[src/hw/rtl/slt_pkg.sv]
// shared types and codes for the sorted list table
`timescale 1ns / 1ps
`default_nettype none
package slt_pkg;

    localparam int CAPACITY_DEF   = 16;
    localparam int VALUE_BITS_DEF = 16;

    localparam int REQ_W   = 2;
    localparam int KEY_W   = 16;
    localparam int STAT_W  = 2;
    localparam int COUNT_W = 5;

    localparam logic [REQ_W-1:0] REQ_INSERT = 2'd0;
    localparam logic [REQ_W-1:0] REQ_SEARCH = 2'd1;
    localparam logic [REQ_W-1:0] REQ_REMOVE = 2'd2;

    localparam logic [STAT_W-1:0] STAT_DONE      = 2'd0;
    localparam logic [STAT_W-1:0] STAT_NOT_FOUND = 2'd1;
    localparam logic [STAT_W-1:0] STAT_FULL      = 2'd2;

    // per-cycle control broadcast along the cell row
    typedef struct packed {
        logic capture;    // latch compare flags against the key
        logic do_insert;  // open a gap at the insert point
        logic do_remove;  // close the gap at the matching entry
    } slt_ctrl_t;

endpackage
`default_nettype wire

[src/hw/rtl/slt_cell.sv]
// one entry of the sorted row: compare flags and shift-in from either neighbour
`timescale 1ns / 1ps
`default_nettype none
module slt_cell
    import slt_pkg::*;
#(
    parameter int VALUE_BITS = VALUE_BITS_DEF
) (
    input  wire logic                  aclk,
    input  wire logic                  aresetn,
    input  wire slt_ctrl_t             ctrl,
    input  wire logic                  valid,
    input  wire logic [VALUE_BITS-1:0] key,
    input  wire logic [VALUE_BITS-1:0] left_value,
    input  wire logic [VALUE_BITS-1:0] right_value,
    input  wire logic                  left_lt,
    output logic [VALUE_BITS-1:0]      value_o,
    output logic                       lt_o,
    output logic                       hit_o
);

    logic [VALUE_BITS-1:0] value_reg;
    logic [VALUE_BITS-1:0] value_next;
    logic                  lt_reg;
    logic                  eq_reg;

    always_ff @(posedge aclk) begin
        if (!aresetn) begin
            lt_reg <= 1'b0;
            eq_reg <= 1'b0;
        end else if (ctrl.capture) begin
            lt_reg <= valid && (value_reg < key);
            eq_reg <= valid && (value_reg == key);
        end
    end

    // lt flags form a thermometer, so the first cell not below the key sits
    // where the left neighbour is still below it
    always_comb begin
        value_next = value_reg;
        if (ctrl.do_insert && !lt_reg) begin
            value_next = left_lt ? key : left_value;
        end else if (ctrl.do_remove && !lt_reg) begin
            value_next = right_value;
        end
    end

    always_ff @(posedge aclk) begin
        value_reg <= value_next;
    end

    assign value_o = value_reg;
    assign lt_o    = lt_reg;
    assign hit_o   = eq_reg && !lt_reg && left_lt;

endmodule
`default_nettype wire

[src/hw/rtl/sorted_list_table.sv]
// sorted list table: top level with request sequencer and row of compare cells
//
//   channel   dir   fields (lsb first)                    transfer when
//   s_axis    in    req_type[1:0], value[17:2]            s_tvalid && s_tready
//   m_axis    out   status[1:0], found[2], count[7:3]     m_tvalid && m_tready
//
// a request passes through the accept, a compare state in which every cell
// registers its compare flags against the key, and an update state in which found
// is reduced across the row and each cell shifts left, right or holds
// the update cycle waits while the previous result is still held on m_axis
// reset clears the entry count, the sequencer and the output valid; entry
// storage is not cleared, only cells below the count are ever looked at
`timescale 1ns / 1ps
`default_nettype none
module sorted_list_table
    import slt_pkg::*;
#(
    parameter int CAPACITY   = CAPACITY_DEF,
    parameter int VALUE_BITS = VALUE_BITS_DEF
) (
    input  wire logic        aclk,
    input  wire logic        aresetn,
    input  wire logic        s_tvalid,
    output logic             s_tready,
    input  wire logic [23:0] s_tdata,   // req_type[1:0], value[17:2], zero fill
    output logic             m_tvalid,
    input  wire logic        m_tready,
    output logic [7:0]       m_tdata    // status[1:0], found[2], count[7:3]
);

    localparam int CNT_W = $clog2(CAPACITY + 1);

    // sequencer codes
    localparam logic [1:0] S_IDLE = 2'd0;
    localparam logic [1:0] S_CMP  = 2'd1;
    localparam logic [1:0] S_EXEC = 2'd2;

    logic [1:0]            state_reg;
    logic [1:0]            state_next;
    logic [REQ_W-1:0]      req_reg;
    logic [VALUE_BITS-1:0] key_reg;
    logic [VALUE_BITS-1:0] key_in;
    logic [CNT_W-1:0]      count_reg;
    logic [CNT_W-1:0]      count_next;

    logic                  m_tvalid_reg;
    logic [STAT_W-1:0]     status_reg;
    logic [STAT_W-1:0]     status_next;
    logic                  found_reg;
    logic [COUNT_W-1:0]    count_out_reg;
    logic [COUNT_W-1:0]    count_field;

    logic                  s_fire;
    logic                  exec_fire;
    logic                  full;
    logic                  found;
    slt_ctrl_t             ctrl;

    logic [VALUE_BITS-1:0] cell_value [CAPACITY];
    logic [CAPACITY-1:0]   cell_lt;
    logic [CAPACITY-1:0]   cell_hit;
    logic [CAPACITY-1:0]   cell_valid;

    // key keeps the low VALUE_BITS bits of the field, zero-extended if wider than KEY_W; count is fitted to COUNT_W
    generate
        if (VALUE_BITS <= KEY_W) begin : g_key_narrow
            assign key_in = s_tdata[REQ_W +: VALUE_BITS];
        end else begin : g_key_wide
            assign key_in = {{(VALUE_BITS - KEY_W){1'b0}}, s_tdata[REQ_W +: KEY_W]};
        end
        if (CNT_W >= COUNT_W) begin : g_cnt_trunc
            assign count_field = count_next[COUNT_W-1:0];
        end else begin : g_cnt_ext
            assign count_field = {{(COUNT_W - CNT_W){1'b0}}, count_next};
        end
    endgenerate

    assign s_tready  = (state_reg == S_IDLE);
    assign s_fire    = s_tvalid && s_tready;
    assign exec_fire = (state_reg == S_EXEC) && (!m_tvalid_reg || m_tready);
    assign full      = (count_reg == CNT_W'(CAPACITY));
    assign found     = |cell_hit;

    always_comb begin
        ctrl.capture   = (state_reg == S_CMP);
        ctrl.do_insert = exec_fire && (req_reg == REQ_INSERT) && !full;
        ctrl.do_remove = exec_fire && (req_reg == REQ_REMOVE) && found;
    end

    // entry i is live while i is below the count
    always_comb begin
        for (int i = 0; i < CAPACITY; i++) begin
            cell_valid[i] = (CNT_W'(i) < count_reg);
        end
    end

    // the row: each cell sees its neighbours' values and the left lt flag
    generate
        for (genvar i = 0; i < CAPACITY; i++) begin : g_cell
            logic [VALUE_BITS-1:0] left_v;
            logic [VALUE_BITS-1:0] right_v;
            logic                  left_l;
            if (i == 0) begin : g_first
                assign left_v = key_reg;
                assign left_l = 1'b1;
            end else begin : g_mid
                assign left_v = cell_value[i-1];
                assign left_l = cell_lt[i-1];
            end
            if (i == CAPACITY - 1) begin : g_last
                assign right_v = cell_value[i];
            end else begin : g_inner
                assign right_v = cell_value[i+1];
            end
            slt_cell #(
                .VALUE_BITS (VALUE_BITS)
            ) u_cell (
                .aclk        (aclk),
                .aresetn     (aresetn),
                .ctrl        (ctrl),
                .valid       (cell_valid[i]),
                .key         (key_reg),
                .left_value  (left_v),
                .right_value (right_v),
                .left_lt     (left_l),
                .value_o     (cell_value[i]),
                .lt_o        (cell_lt[i]),
                .hit_o       (cell_hit[i])
            );
        end
    endgenerate

    // result and new count for the request under way
    always_comb begin
        count_next  = count_reg;
        status_next = STAT_DONE;
        case (req_reg)
            REQ_INSERT: begin
                if (full) begin
                    status_next = STAT_FULL;
                end else begin
                    count_next = count_reg + 1'b1;
                end
            end
            REQ_SEARCH: begin
                if (!found) begin
                    status_next = STAT_NOT_FOUND;
                end
            end
            REQ_REMOVE: begin
                if (found) begin
                    count_next = count_reg - 1'b1;
                end else begin
                    status_next = STAT_NOT_FOUND;
                end
            end
            default: begin
                status_next = STAT_DONE;
            end
        endcase
    end

    always_comb begin
        state_next = state_reg;
        case (state_reg)
            S_IDLE: begin
                if (s_fire) begin
                    state_next = S_CMP;
                end
            end
            S_CMP: begin
                state_next = S_EXEC;
            end
            S_EXEC: begin
                if (exec_fire) begin
                    state_next = S_IDLE;
                end
            end
            default: begin
                state_next = S_IDLE;
            end
        endcase
    end

    always_ff @(posedge aclk) begin
        if (!aresetn) begin
            state_reg    <= S_IDLE;
            count_reg    <= '0;
            m_tvalid_reg <= 1'b0;
        end else begin
            state_reg <= state_next;
            if (exec_fire) begin
                count_reg    <= count_next;
                m_tvalid_reg <= 1'b1;
            end else if (m_tready) begin
                m_tvalid_reg <= 1'b0;
            end
        end
    end

    // request and result payload
    always_ff @(posedge aclk) begin
        if (s_fire) begin
            req_reg <= s_tdata[REQ_W-1:0];
            key_reg <= key_in;
        end
        if (exec_fire) begin
            status_reg    <= status_next;
            found_reg     <= found && (req_reg == REQ_SEARCH || req_reg == REQ_REMOVE);
            count_out_reg <= count_field;
        end
    end

    assign m_tvalid = m_tvalid_reg;
    assign m_tdata  = {count_out_reg, found_reg, status_reg};

    // checks
    a_count_range: assert property (@(posedge aclk) disable iff (!aresetn)
        count_reg <= CNT_W'(CAPACITY))
        else $error("entry count above capacity");

    a_single_hit: assert property (@(posedge aclk) disable iff (!aresetn)
        state_reg == S_EXEC |-> $onehot0(cell_hit))
        else $error("more than one cell claims the lower bound");

    a_result_loaded: assert property (@(posedge aclk) disable iff (!aresetn)
        exec_fire |=> m_tvalid_reg)
        else $error("completed request left no result");

    a_remove_count: assert property (@(posedge aclk) disable iff (!aresetn)
        ctrl.do_remove |=> count_reg == $past(count_reg) - 1'b1)
        else $error("remove did not drop the count by one");

    a_full_hold: assert property (@(posedge aclk) disable iff (!aresetn)
        exec_fire && req_reg == REQ_INSERT && full |=> count_reg == $past(count_reg))
        else $error("refused insert changed the count");

endmodule
`default_nettype wire

[config.mk]
export PLATFORM = sky130hd
export DESIGN_NAME = sorted_list_table
export DESIGN_NICKNAME = d
export VERILOG_FILES = /design/src/hw/rtl/slt_pkg.sv /design/src/hw/rtl/slt_cell.sv /design/src/hw/rtl/sorted_list_table.sv
export SDC_FILE = /design/constraint.sdc
export NUM_CORES = 1
export LEC_CHECK = 0
export BUFFER_PORTS_ARGS = -buffer_cell sky130_fd_sc_hd__buf_2
export CELL_PAD_IN_SITES_DETAIL_PLACEMENT = 0
export CELL_PAD_IN_SITES_GLOBAL_PLACEMENT = 1
export CORE_MARGIN = 2
export CORE_UTILIZATION = 30
export DETAILED_ROUTE_END_ITERATION = 8
export GPL_ROUTABILITY_DRIVEN = 0
export HOLD_SLACK_MARGIN = 0.02
export PLACE_DENSITY = 0.56
export SLEW_MARGIN = 40
export SYNTH_ARGS = -nofsm -noshare
export SYNTH_HDL_FRONTEND = slang
export SYNTH_SLANG_ARGS = --single-unit
[constraint.sdc]
create_clock -name aclk -period 3.3 [get_ports aclk]
set_input_delay 0 -clock aclk [delete_from_list [all_inputs] [get_ports aclk]]
set_output_delay 0 -clock aclk [all_outputs]
set_load 0.05 [all_outputs]
==> Word-level counts from Yosys, hierarchy flattened <==
Cells that the tools add are included.
{ "op_classes": {"n_addsub": 2, "n_lt_le_gt_ge": 32, "n_eq_ne": 23, "mux": 56, "reduce_logical": 142} }
{ "ops": {"columns": ["op", "n"], "rows": [
  ["16-bit two-way mux", 45],
  ["16-bit == test", 16],
  ["16-bit less-than comparator", 16],
  ["1-bit logical AND", 101],
  ["4-bit by 5-bit less-than comparator with 1-bit output (first input constant)", 8],
  ["2-bit nonzero test", 16],
  ["3-bit by 5-bit less-than comparator with 1-bit output (first input constant)", 4],
  ["1-bit zero test", 18],
  ["16-bit OR reduction", 1],
  ["1-bit by 5-bit less-than comparator with 1-bit output (first input constant)", 2],
  ["2-bit by 5-bit less-than comparator with 1-bit output (first input constant)", 2],
  ["5-bit two-way mux", 2],
  ["5-bit case mux with 2 select lines", 1],
  ["2-bit two-way mux", 3],
  ["2-bit case mux with 3 select lines", 1],
  ["5-bit by 1-bit adder with 5-bit output (second input constant)", 1],
  ["5-bit == test (second input constant)", 1],
  ["5-bit by 1-bit subtractor with 5-bit output (second input constant)", 1],
  ["2-bit by 1-bit == test with 1-bit output (second input constant)", 2],
  ["2-bit == test (second input constant)", 2],
  ["2-bit zero test", 2],
  ["2-bit case mux with 2 select lines", 1],
  ["1-bit two-way mux", 3],
  ["1-bit logical OR", 2],
  ["4 further kinds", 4]
]} }
{ "word_totals": {"ff_bits": 322, "input_bits": 28, "out_inout_bits": 10, "elab_cells": 311} }

==> Longest topological paths before layout <==
{ "logic_depth": {"ltp_word": 8, "ltp_mapped": 12, "ltp_nobuf": 8} }

==> Hierarchy <==
From an unflattened synthesis, not the netlist that was laid out.
{ "unflattened": {"hier_cells": 2301, "area_unflattened_um2": 23153.5} }
{ "modules_own_cells": {"columns": ["module", "instances", "cells_each", "area_each_um2", "seq_area_each_um2"], "rows": [
  ["slt_cell", 16, 134, 1338.8, 520.5],
  ["sorted_list_table", 1, 157, 1732.9, 940.9]
]} }

==> Worst setup path after synthesis <==
OpenSTA, ideal clock, no wires.
{ "synth_path": {"path_type": "register to register", "start": "register count_reg[1]", "end": "register g_cell[10].u_cell.value_reg[0], enable pin", "setup_ps": 388, "t_arrival_ps": 2254, "required_ps": 2912, "path_slack_ps": 658, "stages_incl_launch_ff": 11, "n_path_buf": 2, "synth_period_minus_slack_ps": 2642, "path_cell_list": "dfxtp_1 buf_2 inv_1 ha_1 nor4bb_4 nor2_2 nand2_4 buf_6 inv_1 a31oi_4 nor2_1"} }
{ "synth_between": {"elab_chain_cells": 5} }
{ "synth_rtl": {"columns": ["item", "line_no", "text"], "rows": [
  ["start, declared", "sorted_list_table.sv:43", "logic [CNT_W-1:0] count_reg;"],
  ["start signal, assigned", "sorted_list_table.sv:193", "count_reg <= count_next;"],
  ["5-bit == test", "sorted_list_table.sv:81", "assign full = (count_reg == CNT_W'(CAPACITY));"],
  ["1-bit zero test", "sorted_list_table.sv:86", "ctrl.do_insert = exec_fire && (req_reg == REQ_INSERT) && !full;"],
  ["1-bit logical AND", "sorted_list_table.sv:86", null],
  ["1-bit logical AND", "slt_cell.sv:41", "if (ctrl.do_insert && !lt_reg) begin"],
  ["2-bit nonzero test (no source line)", null, null],
  ["end signal, assigned", "slt_cell.sv:49", "value_reg <= value_next;"],
  ["end, declared", "slt_cell.sv:22", "logic [VALUE_BITS-1:0] value_reg;"]
]} }
Every way passes these cells.
A chain may end at the register's enable or synchronous reset.

==> Worst setup path after layout <==
{ "layout_path": {"start": "register key_reg[14], in the netlist g_cell[0].left_v[14]", "end": "register g_cell[15].u_cell.eq_reg"} }
{ "layout_between": {"elab_chain_cells": 2} }
{ "layout_rtl": {"columns": ["item", "line_no", "text"], "rows": [
  ["start, declared", "sorted_list_table.sv:41", "logic [VALUE_BITS-1:0] key_reg;"],
  ["start signal, assigned", "sorted_list_table.sv:205", "key_reg <= key_in;"],
  ["16-bit == test", "slt_cell.sv:33", "eq_reg <= valid && (value_reg == key);"],
  ["1-bit logical AND", "slt_cell.sv:33", null],
  ["end signal, assigned", "slt_cell.sv:33", null],
  ["end, declared", "slt_cell.sv:25", "logic eq_reg;"]
]} }
Every way passes these cells.

==> impl_results.md <==
- Status: finished, final reports clean
- Clock power frac: 49.3%
- Netlist cell types: 63
- Mapped Cells: 2064
- Die Area: 75800 um^2
- Inserted Clock Buffers: 42
- Worst-path clk slew: 0.06 ns
- Worst Hold Launch: s_tdata[9]
- Total of max-cap violations: 0
- Setup Skew: 0.0258 ns
- DP Wirelength: 53500 um
- Vias per cell: 5.32
- Sequential area share after synthesis: 42.0%
- Nets: 2410
- Mapped cell area: 22100 um^2
- Primary FF master, synth: edfxtp_1
- PD cells: 424 nW/um^2
- Layout overhead on the synthesized area: 14.0%
- Crit. End Element: register
- EDFF count, synth: 282
- # diodes: 0
- Internal Power: 8.09 mW
- R2r startpoint: g_cell[0].left_v[14]
- Core area: 73000 um^2
- CTS root buffer: clkbuf_16
- Worst slew pin tran: 0.791 ns
- Worst R2R Setup Slack: 0.40 ns
- Maximum VDD drop: 346 uV
- Initial antenna violation count: 1
- RSZ-0062 raised after global routing: no
- Largest area contributor in the netlist: edfxtp_1
- Register share of total power: 42.0%
- Vias in the first global route: 17000
- Hold Path Class: input port to register
- Clk Latency, worst-skew pair: 0.58 ns
- Final Critical Period: 2.90 ns
- Worst path required time: 3.78 ns
- Total gr overflow: 0
- Net switching power: 2.59 mW
- Final Setup Violations: 0
- Layout cells sized above 1: 17.5%
- # DRC: 0
- Net Sw Frac: 24.3%
- Syn Area/Cell: 10.7 um^2
- Post-CTS Setup Inserts: 0
- Drt wl/cell: 23.3 um
- Number of synthesized register bits: 322
- Synth area leaders: edfxtp_1 38%, ha_1 15%, mux2i_1 10%, nand2_1 4.9%, o21ai_2 3.9%
- Drt pass-1 iters: 5
- CP max FO: 9
- Initial DRC count: 1196
- Worst relative slew slack: 47.2%
- CTS sink count: 322
- Critical R2R Capture: g_cell[15].u_cell.eq_reg
- Worst Path Arrival: 3.38 ns
- Global Route Usage Sum: 19.1%
- Max reg flops: 256
- Total Routed Length: 72500 um
- Post-route setup TNS: 0 ns
- Die height: 275 um
- Crit share post-route: 87.9%
- Ports: 38
- Die Width: 275 um
- Final Core Density: 34.5%
- Largest net degree at the start of global routing: 33
- Yosys top cell area share: 38.4%
- Hold Path End: g_cell[0].left_v[7]
- Max Transition Viols Final: 0
- WS Path Type: register to register
- IO Port Bufs: 31
- Rows: 99
- Initial Utilization: 30.3%
- First-pass GRT wire length: 108000 um
- # resized after CTS: 0
- Pleak: 9.74 nW
- CP Launch Point: g_cell[0].left_v[14]
- TritonCTS clock tree: yes
- R2R depth: 8
- Hold depth: 2
- YS warnings: 0
- Fillers: 7333
- Ys async rst share: 0%
- DR vias: 16600
- Clock Tree Buf Depth: 3
- Worst Setup Start Kind: register
- Post-synth net total: 2355
- CTS HTree Levels: 2
- Gate power share: 8.6%
- Final hold violation count: 0
- Fmax: 345 MHz
- DRT antenna net count: 0
## power by group through the flow
stage | registers [mW] | logic (mW) | clock network [mW]
3_3_place_gp | 4.58 | 0.866 | 0
2_1_floorplan | 4.56 | 0.548 | 0
3_5_place_dp | 4.58 | 0.897 | 0
5_1_grt | 4.49 | 1.02 | 5.53
4_1_cts | 4.49 | 0.922 | 5.39
6_report | 4.49 | 0.921 | 5.27
## routing by layer
| layer | up-vias | track usage, % | part of all wire, % |
|---|---|---|---|
| li1 | 7869 | - | - |
| met1 | 8160 | 24.4 | 43 |
| met2 | 396 | 32.7 | 48 |
| met3 | 135 | 3.48 | 5.4 |
| met4 | 0 | 6.05 | 2.9 |
| met5 | - | 0 | 0 |
## cells in the mapped netlist, drive strengths merged (40+ instances only)
| library cell | instances |
|---|---|
| a21o | 80 |
| a21oi | 89 |
| buf | 70 |
| clkbuf | 68 |
| dfxtp | 40 |
| edfxtp | 282 |
| ha | 263 |
| inv | 44 |
| mux2i | 226 |
| nand2 | 288 |
| nand4 | 63 |
| nor2 | 47 |
| o21ai | 268 |
## through the flow
stage,worst slack [ns],area [um^2],hold slack (ns),power [mW],cells
detailed placement,0.418,23400,0.178,5.47,3012
finish,0.399,25200,0.125,10.7,3112
floorplan,0.658,22100,0.0989,5.11,2064
CTS,0.371,25200,0.0840,10.8,3112
global placement,0.386,23300,0.177,5.44,3011
global route,0.187,25200,0.106,11.0,3112
## cells in the final DEF, fill, tap and decap left out, types with 22 or more instances in the layout
cell,n
nand2_1,287
edfxtp_1,282
ha_1,263
mux2i_1,226
o21ai_0,170
o21ai_2,98
buf_4,93
a21oi_1,89
a21o_1,80
nand4_1,62
clkbuf_16,43
inv_1,40
dfxtp_1,40
nor2_1,35
buf_2,31
mux2_2,30
or2_2,26
nor2b_1,24
dlygate4sd3_1,22
## critical path, stage by stage, from the launching register on
cell and delay [ns]:
edfxtp_1 0.45, inv_1 0.50, buf_4 0.26, ha_1 0.16, nand4_1 0.17, or2_2 0.38
nor4_1 0.69, a21oi_1 0.09, nor2_1 0.11
## cell type report
cell class,instances,area [um^2],share of cell area (%)
clock buffer,43,1080,4.27
clock inverter,35,500,1.99
inverter,44,168,0.666
multi-input combinational,1560,11800,47.0
sequential,322,9270,36.8
tap,959,1200,4.77
timing repair buffer,149,1140,4.53
## what timing repair did
| item | 4_1_cts | 5_1_grt |
|---|---|---|
| hold endpoints to repair | 29 | 0 |
| hold buffers | 22 | 0 |
| endpoints found under the setup margin | 0 | 0 |
## worst max-delay path by stage
stage                                   end  slack, ns
3_3_place_gp        g_cell[6].u_cell.eq_reg       0.39
6_report           g_cell[15].u_cell.eq_reg       0.40
4_1_cts            g_cell[15].u_cell.eq_reg       0.37
3_5_place_dp       g_cell[15].u_cell.eq_reg       0.42
2_1_floorplan  g_cell[10].u_cell.value_o[0]       0.66
5_1_grt            g_cell[15].u_cell.eq_reg       0.19
## logic make-up after synthesis
| group | share of synthesized area (%) |
|---|---|
| AND/OR/NAND/NOR | 11.5 |
| flip-flops | 42.0 |
| multiplexers | 11.8 |
| buffers and inverters | 4.47 |
| adder cells (fa/ha/maj) | 14.9 |
| AO/OA/AOI/OAI | 15.4 |
Power figures use the tool's default switching activity.
